`config.mk`:
```
export PLATFORM = sky130hd
export DESIGN_NAME = dda_line_rasterizer
export DESIGN_NICKNAME = d
export VERILOG_FILES = /design/src/rtl/dda_pkg.sv /design/src/rtl/dda_ctrl.sv /design/src/rtl/dda_dpath.sv /design/src/rtl/dda_obuf.sv /design/src/rtl/dda_line_rasterizer.sv
export SDC_FILE = /design/constraint.sdc
export NUM_CORES = 1
export LEC_CHECK = 0
export ABC_AREA = 1
export BUFFER_PORTS_ARGS = -buffer_cell sky130_fd_sc_hd__buf_2
export CORE_MARGIN = 2
export CORE_UTILIZATION = 60
export DETAILED_ROUTE_END_ITERATION = 10
export GPL_TIMING_DRIVEN = 0
export PLACE_DENSITY = 0.88
export SYNTH_ARGS = -nofsm -noshare
export SYNTH_HDL_FRONTEND = slang
export SYNTH_HIERARCHICAL = 1
export SYNTH_SLANG_ARGS = --single-unit
```
`constraint.sdc`:
```
create_clock -name aclk -period 9.6 [get_ports aclk]
set_input_delay 1.92 -clock aclk [delete_from_list [all_inputs] [get_ports aclk]]
set_output_delay 1.92 -clock aclk [all_outputs]
set_load 0.01 [all_outputs]
```
`src/rtl/dda_pkg.sv`:
```
// ----------------------------------------------------------------------------
// dda_pkg: shared types and constants of the DDA line rasterizer
// Holds the function codes of the input word and the command and status
// bundles that join the controller and the datapath.
// ----------------------------------------------------------------------------
package dda_pkg;

    localparam int COLOR_BITS = 24;

    // Function codes carried in the input word's tuser bit.
    localparam logic FUNC_START = 1'b0;
    localparam logic FUNC_TICK  = 1'b1;

    // Commands from the controller to the datapath.
    typedef struct packed {
        logic load_line;  // latch endpoints and color, set up the divider
        logic advance;    // step both accumulators by one pixel
        logic div_step;   // one restoring-division iteration on both lanes
    } dda_cmd_t;

    // Status from the datapath back to the controller.
    typedef struct packed {
        logic steps_zero;   // incoming endpoints are equal
        logic final_pixel;  // the next tick produces the last pixel
    } dda_stat_t;

endpackage

```
`src/rtl/dda_ctrl.sv`:
```
// ----------------------------------------------------------------------------
// dda_ctrl: sequencer of the DDA line rasterizer
// Decodes accepted words, runs the divider for the increments and tracks
// whether a line is in progress.
// ----------------------------------------------------------------------------
module dda_ctrl #(
    parameter int DIV_LEN = 25
) (
    input  logic                aclk,
    input  logic                aresetn,
    input  logic                s_tvalid,
    input  logic                s_tuser,
    output logic                s_tready,
    input  logic                skid_full,
    input  dda_pkg::dda_stat_t  stat,
    output dda_pkg::dda_cmd_t   cmd,
    output logic                push,
    output logic                push_last,
    output logic                busy,
    output logic                dividing
);
    import dda_pkg::*;

    localparam int CNT_W = (DIV_LEN > 1) ? $clog2(DIV_LEN) : 1;
    localparam logic [CNT_W-1:0] CNT_LAST = CNT_W'(DIV_LEN - 1);

    localparam logic [0:0] ST_IDLE = 1'b0;
    localparam logic [0:0] ST_DIV  = 1'b1;

    logic [0:0]       state_reg, state_next;
    logic [CNT_W-1:0] cnt_reg, cnt_next;
    logic             busy_reg, busy_next;
    logic             accept, is_start, is_tick;

    assign s_tready = (state_reg == ST_IDLE) && !skid_full;
    assign accept   = s_tvalid && s_tready;
    assign is_start = accept && (s_tuser == FUNC_START);
    // A tick with no line in progress is dropped.
    assign is_tick  = accept && (s_tuser == FUNC_TICK) && busy_reg;

    assign cmd.load_line = is_start;
    assign cmd.advance   = is_tick;
    assign cmd.div_step  = (state_reg == ST_DIV);

    assign push      = is_start || is_tick;
    assign push_last = is_start ? stat.steps_zero : stat.final_pixel;
    assign busy      = busy_reg;
    assign dividing  = (state_reg == ST_DIV);

    always_comb begin
        state_next = state_reg;
        cnt_next   = cnt_reg;
        busy_next  = busy_reg;
        unique case (state_reg)
            ST_IDLE: begin
                if (is_start && !stat.steps_zero) begin
                    state_next = ST_DIV;
                    cnt_next   = '0;
                end
            end
            ST_DIV: begin
                cnt_next = cnt_reg + 1'b1;
                if (cnt_reg == CNT_LAST) begin
                    state_next = ST_IDLE;
                end
            end
            default: begin
                state_next = ST_IDLE;
            end
        endcase
        if (is_start) begin
            busy_next = !stat.steps_zero;
        end else if (is_tick && stat.final_pixel) begin
            busy_next = 1'b0;
        end
    end

    always_ff @(posedge aclk) begin
        if (!aresetn) begin
            state_reg <= ST_IDLE;
            cnt_reg   <= '0;
            busy_reg  <= 1'b0;
        end else begin
            state_reg <= state_next;
            cnt_reg   <= cnt_next;
            busy_reg  <= busy_next;
        end
    end

endmodule

```
`src/rtl/dda_dpath.sv`:
```
// ----------------------------------------------------------------------------
// dda_dpath: arithmetic of the DDA line rasterizer
// Two lanes (x and y), each with a bit-serial restoring divider for the
// increment and an accumulator with round-half-up pixel output.
// ----------------------------------------------------------------------------
module dda_dpath #(
    parameter int COORD_BITS = 9,
    parameter int FRAC_BITS  = 16
) (
    input  logic                            aclk,
    input  dda_pkg::dda_cmd_t               cmd,
    input  logic [COORD_BITS-1:0]           start_x,
    input  logic [COORD_BITS-1:0]           start_y,
    input  logic [COORD_BITS-1:0]           end_x,
    input  logic [COORD_BITS-1:0]           end_y,
    input  logic [dda_pkg::COLOR_BITS-1:0]  line_color,
    output dda_pkg::dda_stat_t              stat,
    output logic [COORD_BITS-1:0]           pixel_x,
    output logic [COORD_BITS-1:0]           pixel_y,
    output logic [dda_pkg::COLOR_BITS-1:0]  pixel_color
);
    import dda_pkg::*;

    localparam int CB    = COORD_BITS;
    localparam int ACC_W = COORD_BITS + FRAC_BITS;
    localparam int Q_W   = FRAC_BITS + 1;  // |d| <= steps, so quotient <= 2^FRAC_BITS
    localparam logic [ACC_W:0] HALF = (ACC_W + 1)'(1) << (FRAC_BITS - 1);

    logic [CB-1:0]         divisor_reg;
    logic [CB-1:0]         left_reg;
    logic [COLOR_BITS-1:0] color_reg;

    logic [ACC_W-1:0] num_reg [2];
    logic [CB-1:0]    rem_reg [2];
    logic [Q_W-1:0]   quo_reg [2];
    logic             neg_reg [2];
    logic [ACC_W-1:0] acc_reg [2];

    logic [CB-1:0]    p0 [2];
    logic [CB-1:0]    p1 [2];
    logic [CB:0]      diff [2];
    logic             neg [2];
    logic [CB-1:0]    mag [2];
    logic [CB-1:0]    steps;
    logic [CB:0]      trial [2];
    logic             fits [2];
    logic [CB:0]      trial_sub [2];
    logic [ACC_W-1:0] acc_upd [2];
    logic [ACC_W:0]   rsum [2];
    logic [CB-1:0]    pix [2];

    assign p0[0] = start_x;
    assign p0[1] = start_y;
    assign p1[0] = end_x;
    assign p1[1] = end_y;

    always_comb begin
        for (int i = 0; i < 2; i++) begin
            diff[i]      = {1'b0, p1[i]} - {1'b0, p0[i]};
            neg[i]       = diff[i][CB];
            mag[i]       = neg[i] ? CB'(-diff[i]) : diff[i][CB-1:0];
            trial[i]     = {rem_reg[i], num_reg[i][ACC_W-1]};
            fits[i]      = trial[i] >= {1'b0, divisor_reg};
            trial_sub[i] = trial[i] - {1'b0, divisor_reg};
            // Truncation toward zero: step the magnitude quotient in the sign's direction.
            acc_upd[i]   = neg_reg[i]
                         ? acc_reg[i] - {{(ACC_W-Q_W){1'b0}}, quo_reg[i]}
                         : acc_reg[i] + {{(ACC_W-Q_W){1'b0}}, quo_reg[i]};
            rsum[i]      = {1'b0, acc_upd[i]} + HALF;
            pix[i]       = rsum[i][ACC_W-1:FRAC_BITS];
        end
    end

    assign steps = (mag[0] >= mag[1]) ? mag[0] : mag[1];

    assign stat.steps_zero  = (steps == '0);
    assign stat.final_pixel = (left_reg == CB'(1));

    assign pixel_x     = cmd.load_line ? start_x : pix[0];
    assign pixel_y     = cmd.load_line ? start_y : pix[1];
    assign pixel_color = cmd.load_line ? line_color : color_reg;

    always_ff @(posedge aclk) begin
        if (cmd.load_line) begin
            divisor_reg <= steps;
            left_reg    <= steps;
            color_reg   <= line_color;
        end else if (cmd.advance) begin
            left_reg <= left_reg - 1'b1;
        end
        for (int i = 0; i < 2; i++) begin
            if (cmd.load_line) begin
                num_reg[i] <= {mag[i], {FRAC_BITS{1'b0}}};
                rem_reg[i] <= '0;
                quo_reg[i] <= '0;
                neg_reg[i] <= neg[i];
                acc_reg[i] <= {p0[i], {FRAC_BITS{1'b0}}};
            end else begin
                if (cmd.div_step) begin
                    num_reg[i] <= {num_reg[i][ACC_W-2:0], 1'b0};
                    rem_reg[i] <= fits[i] ? trial_sub[i][CB-1:0] : trial[i][CB-1:0];
                    quo_reg[i] <= {quo_reg[i][Q_W-2:0], fits[i]};
                end
                if (cmd.advance) begin
                    acc_reg[i] <= acc_upd[i];
                end
            end
        end
    end

endmodule

```
`src/rtl/dda_obuf.sv`:
```
// ----------------------------------------------------------------------------
// dda_obuf: output register with a skid stage
// Holds the word on the result channel and catches one more word while
// the receiver stalls.
// ----------------------------------------------------------------------------
module dda_obuf #(
    parameter int WIDTH = 43
) (
    input  logic             aclk,
    input  logic             aresetn,
    input  logic             push,
    input  logic [WIDTH-1:0] push_data,
    output logic             skid_full,
    output logic             m_tvalid,
    input  logic             m_tready,
    output logic [WIDTH-1:0] m_data
);
    import dda_pkg::*;

    logic             out_v_reg, skid_v_reg;
    logic [WIDTH-1:0] out_reg, skid_reg;
    logic             drain;

    assign drain     = !out_v_reg || m_tready;
    assign skid_full = skid_v_reg;
    assign m_tvalid  = out_v_reg;
    assign m_data    = out_reg;

    always_ff @(posedge aclk) begin
        if (!aresetn) begin
            out_v_reg  <= 1'b0;
            skid_v_reg <= 1'b0;
        end else if (drain) begin
            if (skid_v_reg) begin
                out_v_reg  <= 1'b1;
                skid_v_reg <= 1'b0;
            end else begin
                out_v_reg <= push;
            end
        end else if (push) begin
            skid_v_reg <= 1'b1;
        end
    end

    always_ff @(posedge aclk) begin
        if (drain) begin
            if (skid_v_reg) begin
                out_reg <= skid_reg;
            end else if (push) begin
                out_reg <= push_data;
            end
        end else if (push) begin
            skid_reg <= push_data;
        end
    end

endmodule

```
`src/rtl/dda_line_rasterizer.sv`:
```
// ----------------------------------------------------------------------------
// dda_line_rasterizer: fixed-point DDA line drawer
// Turns a start word and a series of tick words into the pixels of a line.
// ----------------------------------------------------------------------------
// Usage:
// The input channel (s_) carries one word per command. s_tuser selects the
// function: 0 starts a line from the endpoints and color in s_tdata, 1 is a
// tick that asks for the next pixel. The result channel (m_) carries one
// pixel word per start and per tick of a line in progress; m_tlast marks
// the final pixel. A tick with no line in progress yields no word.
// Output: a pixel word is registered at the edge that accepts the command,
// into the output register, or into the skid stage while the receiver stalls.
// Throughput: a line streams at one pixel per clock while the receiver
// keeps up; a full skid stage holds s_tready low. After a start, a
// bit-serial divider forms both increments, and s_tready is low during
// that time. A zero-length line needs no division.
// A start abandons any line in progress.
// Reset: aresetn is synchronous and active low; it drops the line in
// progress and empties the output register and skid stage.
// Stall: while m_tready is low the result word holds; one more word is
// caught in a skid stage, after which s_tready goes low until it drains.
// ----------------------------------------------------------------------------
module dda_line_rasterizer #(
    parameter int COORD_BITS = 9,
    parameter int FRAC_BITS  = 16,
    localparam int S_TDATA_W = ((4 * COORD_BITS + dda_pkg::COLOR_BITS + 7) / 8) * 8,
    localparam int M_TDATA_W = ((2 * COORD_BITS + dda_pkg::COLOR_BITS + 7) / 8) * 8
) (
    input  logic                 aclk,
    input  logic                 aresetn,
    // Input channel.
    input  logic                 s_tvalid,
    output logic                 s_tready,
    // s_tdata: start_x, start_y, end_x, end_y, line_color (lowest bits first).
    input  logic [S_TDATA_W-1:0] s_tdata,
    // s_tuser: func.
    input  logic                 s_tuser,
    // Result channel.
    output logic                 m_tvalid,
    input  logic                 m_tready,
    // m_tdata: pixel_x, pixel_y, pixel_color (lowest bits first).
    output logic [M_TDATA_W-1:0] m_tdata,
    output logic                 m_tlast
);
    import dda_pkg::*;

    localparam int CB      = COORD_BITS;
    localparam int DIV_LEN = COORD_BITS + FRAC_BITS;
    localparam int OB_W    = 2 * COORD_BITS + COLOR_BITS + 1;

    dda_cmd_t              cmd;
    dda_stat_t             stat;
    logic                  push, push_last, skid_full, busy, dividing;
    logic [CB-1:0]         start_x, start_y, end_x, end_y;
    logic [COLOR_BITS-1:0] line_color;
    logic [CB-1:0]         pixel_x, pixel_y;
    logic [COLOR_BITS-1:0] pixel_color;
    logic [OB_W-1:0]       ob_out;

    // Unpack the input word.
    assign start_x    = s_tdata[CB-1:0];
    assign start_y    = s_tdata[2*CB-1:CB];
    assign end_x      = s_tdata[3*CB-1:2*CB];
    assign end_y      = s_tdata[4*CB-1:3*CB];
    assign line_color = s_tdata[4*CB+COLOR_BITS-1:4*CB];

    dda_ctrl #(
        .DIV_LEN (DIV_LEN)
    ) u_ctrl (
        .aclk      (aclk),
        .aresetn   (aresetn),
        .s_tvalid  (s_tvalid),
        .s_tuser   (s_tuser),
        .s_tready  (s_tready),
        .skid_full (skid_full),
        .stat      (stat),
        .cmd       (cmd),
        .push      (push),
        .push_last (push_last),
        .busy      (busy),
        .dividing  (dividing)
    );

    dda_dpath #(
        .COORD_BITS (COORD_BITS),
        .FRAC_BITS  (FRAC_BITS)
    ) u_dpath (
        .aclk        (aclk),
        .cmd         (cmd),
        .start_x     (start_x),
        .start_y     (start_y),
        .end_x       (end_x),
        .end_y       (end_y),
        .line_color  (line_color),
        .stat        (stat),
        .pixel_x     (pixel_x),
        .pixel_y     (pixel_y),
        .pixel_color (pixel_color)
    );

    // The skid stage carries last together with the pixel.
    dda_obuf #(
        .WIDTH (OB_W)
    ) u_obuf (
        .aclk      (aclk),
        .aresetn   (aresetn),
        .push      (push),
        .push_data ({push_last, pixel_color, pixel_y, pixel_x}),
        .skid_full (skid_full),
        .m_tvalid  (m_tvalid),
        .m_tready  (m_tready),
        .m_data    (ob_out)
    );

    assign m_tdata = M_TDATA_W'(ob_out[OB_W-2:0]);
    assign m_tlast = ob_out[OB_W-1];

    // No command may be taken while the divider is running.
    assert property (@(posedge aclk) disable iff (!aresetn)
        dividing |-> !s_tready)
        else $error("input accepted during increment division");

    // The skid stage is only ever filled behind a held result word.
    assert property (@(posedge aclk) disable iff (!aresetn)
        skid_full |-> m_tvalid)
        else $error("skid stage occupied with empty output register");

    // A line only ends together with a pixel flagged last.
    assert property (@(posedge aclk) disable iff (!aresetn)
        $fell(busy) |-> $past(push && push_last))
        else $error("line ended without a final pixel");

    // A line in progress always has pixels left to emit.
    assert property (@(posedge aclk) disable iff (!aresetn)
        (push && !push_last) |=> busy)
        else $error("non-final pixel left the rasterizer idle");

endmodule

```
==> flow_metrics.env <==
export IMPL_h_tree_depth=1
export IMPL_p_per_area_nw_per_um2=189
export IMPL_status="completed"
export IMPL_multiInputGateArea_um2=8630
export IMPL_top_layer="met4"
export IMPL_cp_end_kind="flip-flop"
export IMPL_fmax_mhz=163
export IMPL_core_um2=29500
export IMPL_fill_cells=2302
export IMPL_drtIter0Drc=1779
export IMPL_grt_pass1_wl_um=74100
export IMPL_grt_ovfl_total=0
export IMPL_hold_violations=0
export IMPL_yosys_cell_types_count=52
export IMPL_port_buffers=109
export IMPL_drive_gt1_share_pct=12.1
export IMPL_cts_resized_gates=0
export IMPL_synth_most_common_cell="nand2_1"
export IMPL_m1WireLength_um=19200
export IMPL_cts_num_sinks=259
export IMPL_syn_inst=2348
export IMPL_drt_total_wl_um=46900
export IMPL_antenna_found_initial=0
export IMPL_die_area_um2=31200
export IMPL_cts_tree="built"
export IMPL_synth_area_top_cells="edfxtp_1 38%, nand2_1 15%, inv_1 8.2%"
export IMPL_cp_max_fo=9
export IMPL_drc=0
export IMPL_fin_crit_sh_pct=63.8
export IMPL_hold_path_class="flip-flop to flip-flop"
export IMPL_max_slew_margin_pct=41.1
export IMPL_area_growth_pct=12.1
export IMPL_antenna_cells=0
export IMPL_met3_length_um=4250
export IMPL_synth_common_cells="729 x nand2_1, 389 x inv_1, 226 x edfxtp_1"
export IMPL_setup_viol=0
export IMPL_finClkSkew_ns=0.0241
export IMPL_ys_seq_area_share_pct=41.7
export IMPL_slowest_delay_ns=0.43
export IMPL_clock_root_buffer="clkbuf_16"
export IMPL_drv_cap=0
export IMPL_num_rows=63
export IMPL_rsz0062_at_grt="no"
export IMPL_wl_met2_um=21900
export IMPL_vdd_ir_drop_max_v=0.000168
export IMPL_dp_hpwl_um=34900
export IMPL_start_kind="input pin"
export IMPL_stdcell_area_um2=20000
export IMPL_slowest_stage="fa_1"
export IMPL_post_dp_cell_area_um2=19000
export IMPL_cp_arrival_ns=6.55
export IMPL_crit_top_cell="inv_1"
export IMPL_dieWidth_um=177
export IMPL_grt_usage_pct=29.5
export IMPL_setup_worst_path_class="input pin to flip-flop"
export IMPL_numCtsBuffers=28
export IMPL_place_congestion=0.963
export IMPL_drv_slew=0
export IMPL_syn_area_per_cell_um2=7.60
export IMPL_start_util_pct=60.6
export IMPL_clk_pin_slew_ns=0.06
export IMPL_dominantRegCellSynth="edfxtp_1"
export IMPL_num_io_pins=120
export IMPL_clk_latency_ns=0.58
export IMPL_yosysWarnings=6
export IMPL_max_slew_worst_pin_slew_ns=0.883
export IMPL_num_vias=16223
export IMPL_wl_per_cell_um=16.1
export IMPL_synth_top_area_share_pct=38.0
export IMPL_grt_pass1_vias=15352
export IMPL_ys_seq_elements=259
export IMPL_cts_buffer_depth=3
export IMPL_cp_data_required_time_ns=10.02
export IMPL_synth_edf_count=226
export IMPL_power_leakage_nw=9.63
export IMPL_drtPass1Iterations=7
export IMPL_tns_ns=0
export IMPL_regArea_um2=7450
export IMPL_fin_crit_ns=6.13
export IMPL_syn_area_um2=17900
export IMPL_grt_max_degree=62
export IMPL_die_h_um=177
export IMPL_nets=2673
export IMPL_yosysTopAreaCell="edfxtp_1"
export IMPL_postCtsHoldBufs=0
export IMPL_ant_nets=0
export IMPL_viasPerCell=5.58
export IMPL_post_cts_setup_buffer_count=0
export IMPL_largest_register_ffs=50
export IMPL_synthArstFlopShare_pct=0
cell type report:
cell class	count	share of cell area, %
multi-input cells	1639	43.1
flip-flops and latches	259	37.2
clock buffers	34	3.66
plain buffers	52	1.55
clock inverters	18	1.36
inverters	403	7.56
well taps	390	2.44
repair buffers	112	3.06
cell usage in the layout, fill, tap and decap left out, types with 13 or more instances in the layout:
| cell | synthesis | final |
|---|---|---|
| edfxtp_1 | 226 | 226 |
| ha_1 | 103 | 103 |
| o21ai_1 | 21 | 21 |
| nor2_2 | 22 | 22 |
| buf_4 | 13 | 13 |
| dfxtp_1 | 33 | 33 |
| nand2_1 | 729 | 727 |
| xor2_1 | 41 | 41 |
| nand2_2 | 42 | 42 |
| nand4_1 | 28 | 28 |
| clkbuf_1 | 24 | 29 |
| clkbuf_16 | 0 | 28 |
| nor2_1 | 171 | 171 |
| nand3_1 | 123 | 123 |
| buf_2 | 8 | 117 |
| o21ai_0 | 119 | 119 |
| inv_1 | 389 | 389 |
| a21oi_1 | 99 | 98 |
kinds of logic (layout without fill, tap and decap cells):
kind of cell / after synthesis / count (layout) / synth area share, %
compound gates: 293 / 293 / 9.06
xor+xnor: 52 / 52 / 2.55
fa+ha+maj: 109 / 109 / 7.89
buf+inv: 455 / 619 / 10.2
flops: 259 / 259 / 41.7
other cells: 1 / 6 / 0.0210
simple gates: 1179 / 1179 / 28.6
critical path: cells and delay by family:
family	cells	cell delay (ns)
AO/OA/AOI/OAI	4	0.82
adder cells (fa/ha/maj)	4	1.21
buffers and inverters	8	0.73
AND/OR/NAND/NOR	16	1.86
report_power, final:
part           total (mW)  switching (mW)  internal (mW)
Combinational        1.19           0.805          0.383
Sequential           1.42          0.0467           1.37
Clock                1.17           0.463          0.708
Total                3.78            1.31           2.46
path summary, 6_finish.rpt:
check                                            from                      endpoint  slack [ns]  cells past startpoint
setup / recovery                          s_tdata[18]   u_obuf/m_data[42]$_DFFE_PP_        3.47                     32
setup reg to reg  u_dpath/quo_reg[1][0]$_SDFFCE_PN0P_   u_obuf/m_data[16]$_DFFE_PP_        4.76                     26
hold / removal           u_dpath/color_reg[4]$_DFF_P_  u_dpath/color_reg[4]$_DFF_P_        0.48                      2
hold reg to reg          u_dpath/color_reg[4]$_DFF_P_  u_dpath/color_reg[4]$_DFF_P_        0.48                      2
routing by layer:
| layer | global-route usage [%] | vias up |
|---|---|---|
| li1 | - | 7824 |
| met2 | 50.1 | 781 |
| met4 | 10.6 | 0 |
| met1 | 38.8 | 7497 |
| met3 | 3.75 | 121 |
| met5 | 0 | - |
stage by stage:
step	setup slack, ns	hold slack (ns)	power, mW	util (%)	std cells
global placement	2.99	0.441	2.53	64.1	2852
CTS	3.59	0.470	3.76	67.9	2907
floorplan	3.89	0.431	2.28	-	2353
detailed placement	3.05	0.454	2.58	64.5	2855
global route	3.16	0.496	3.97	67.9	2907
finish	3.47	0.475	3.78	67.9	2907
(Power assumes the default switching activity.)
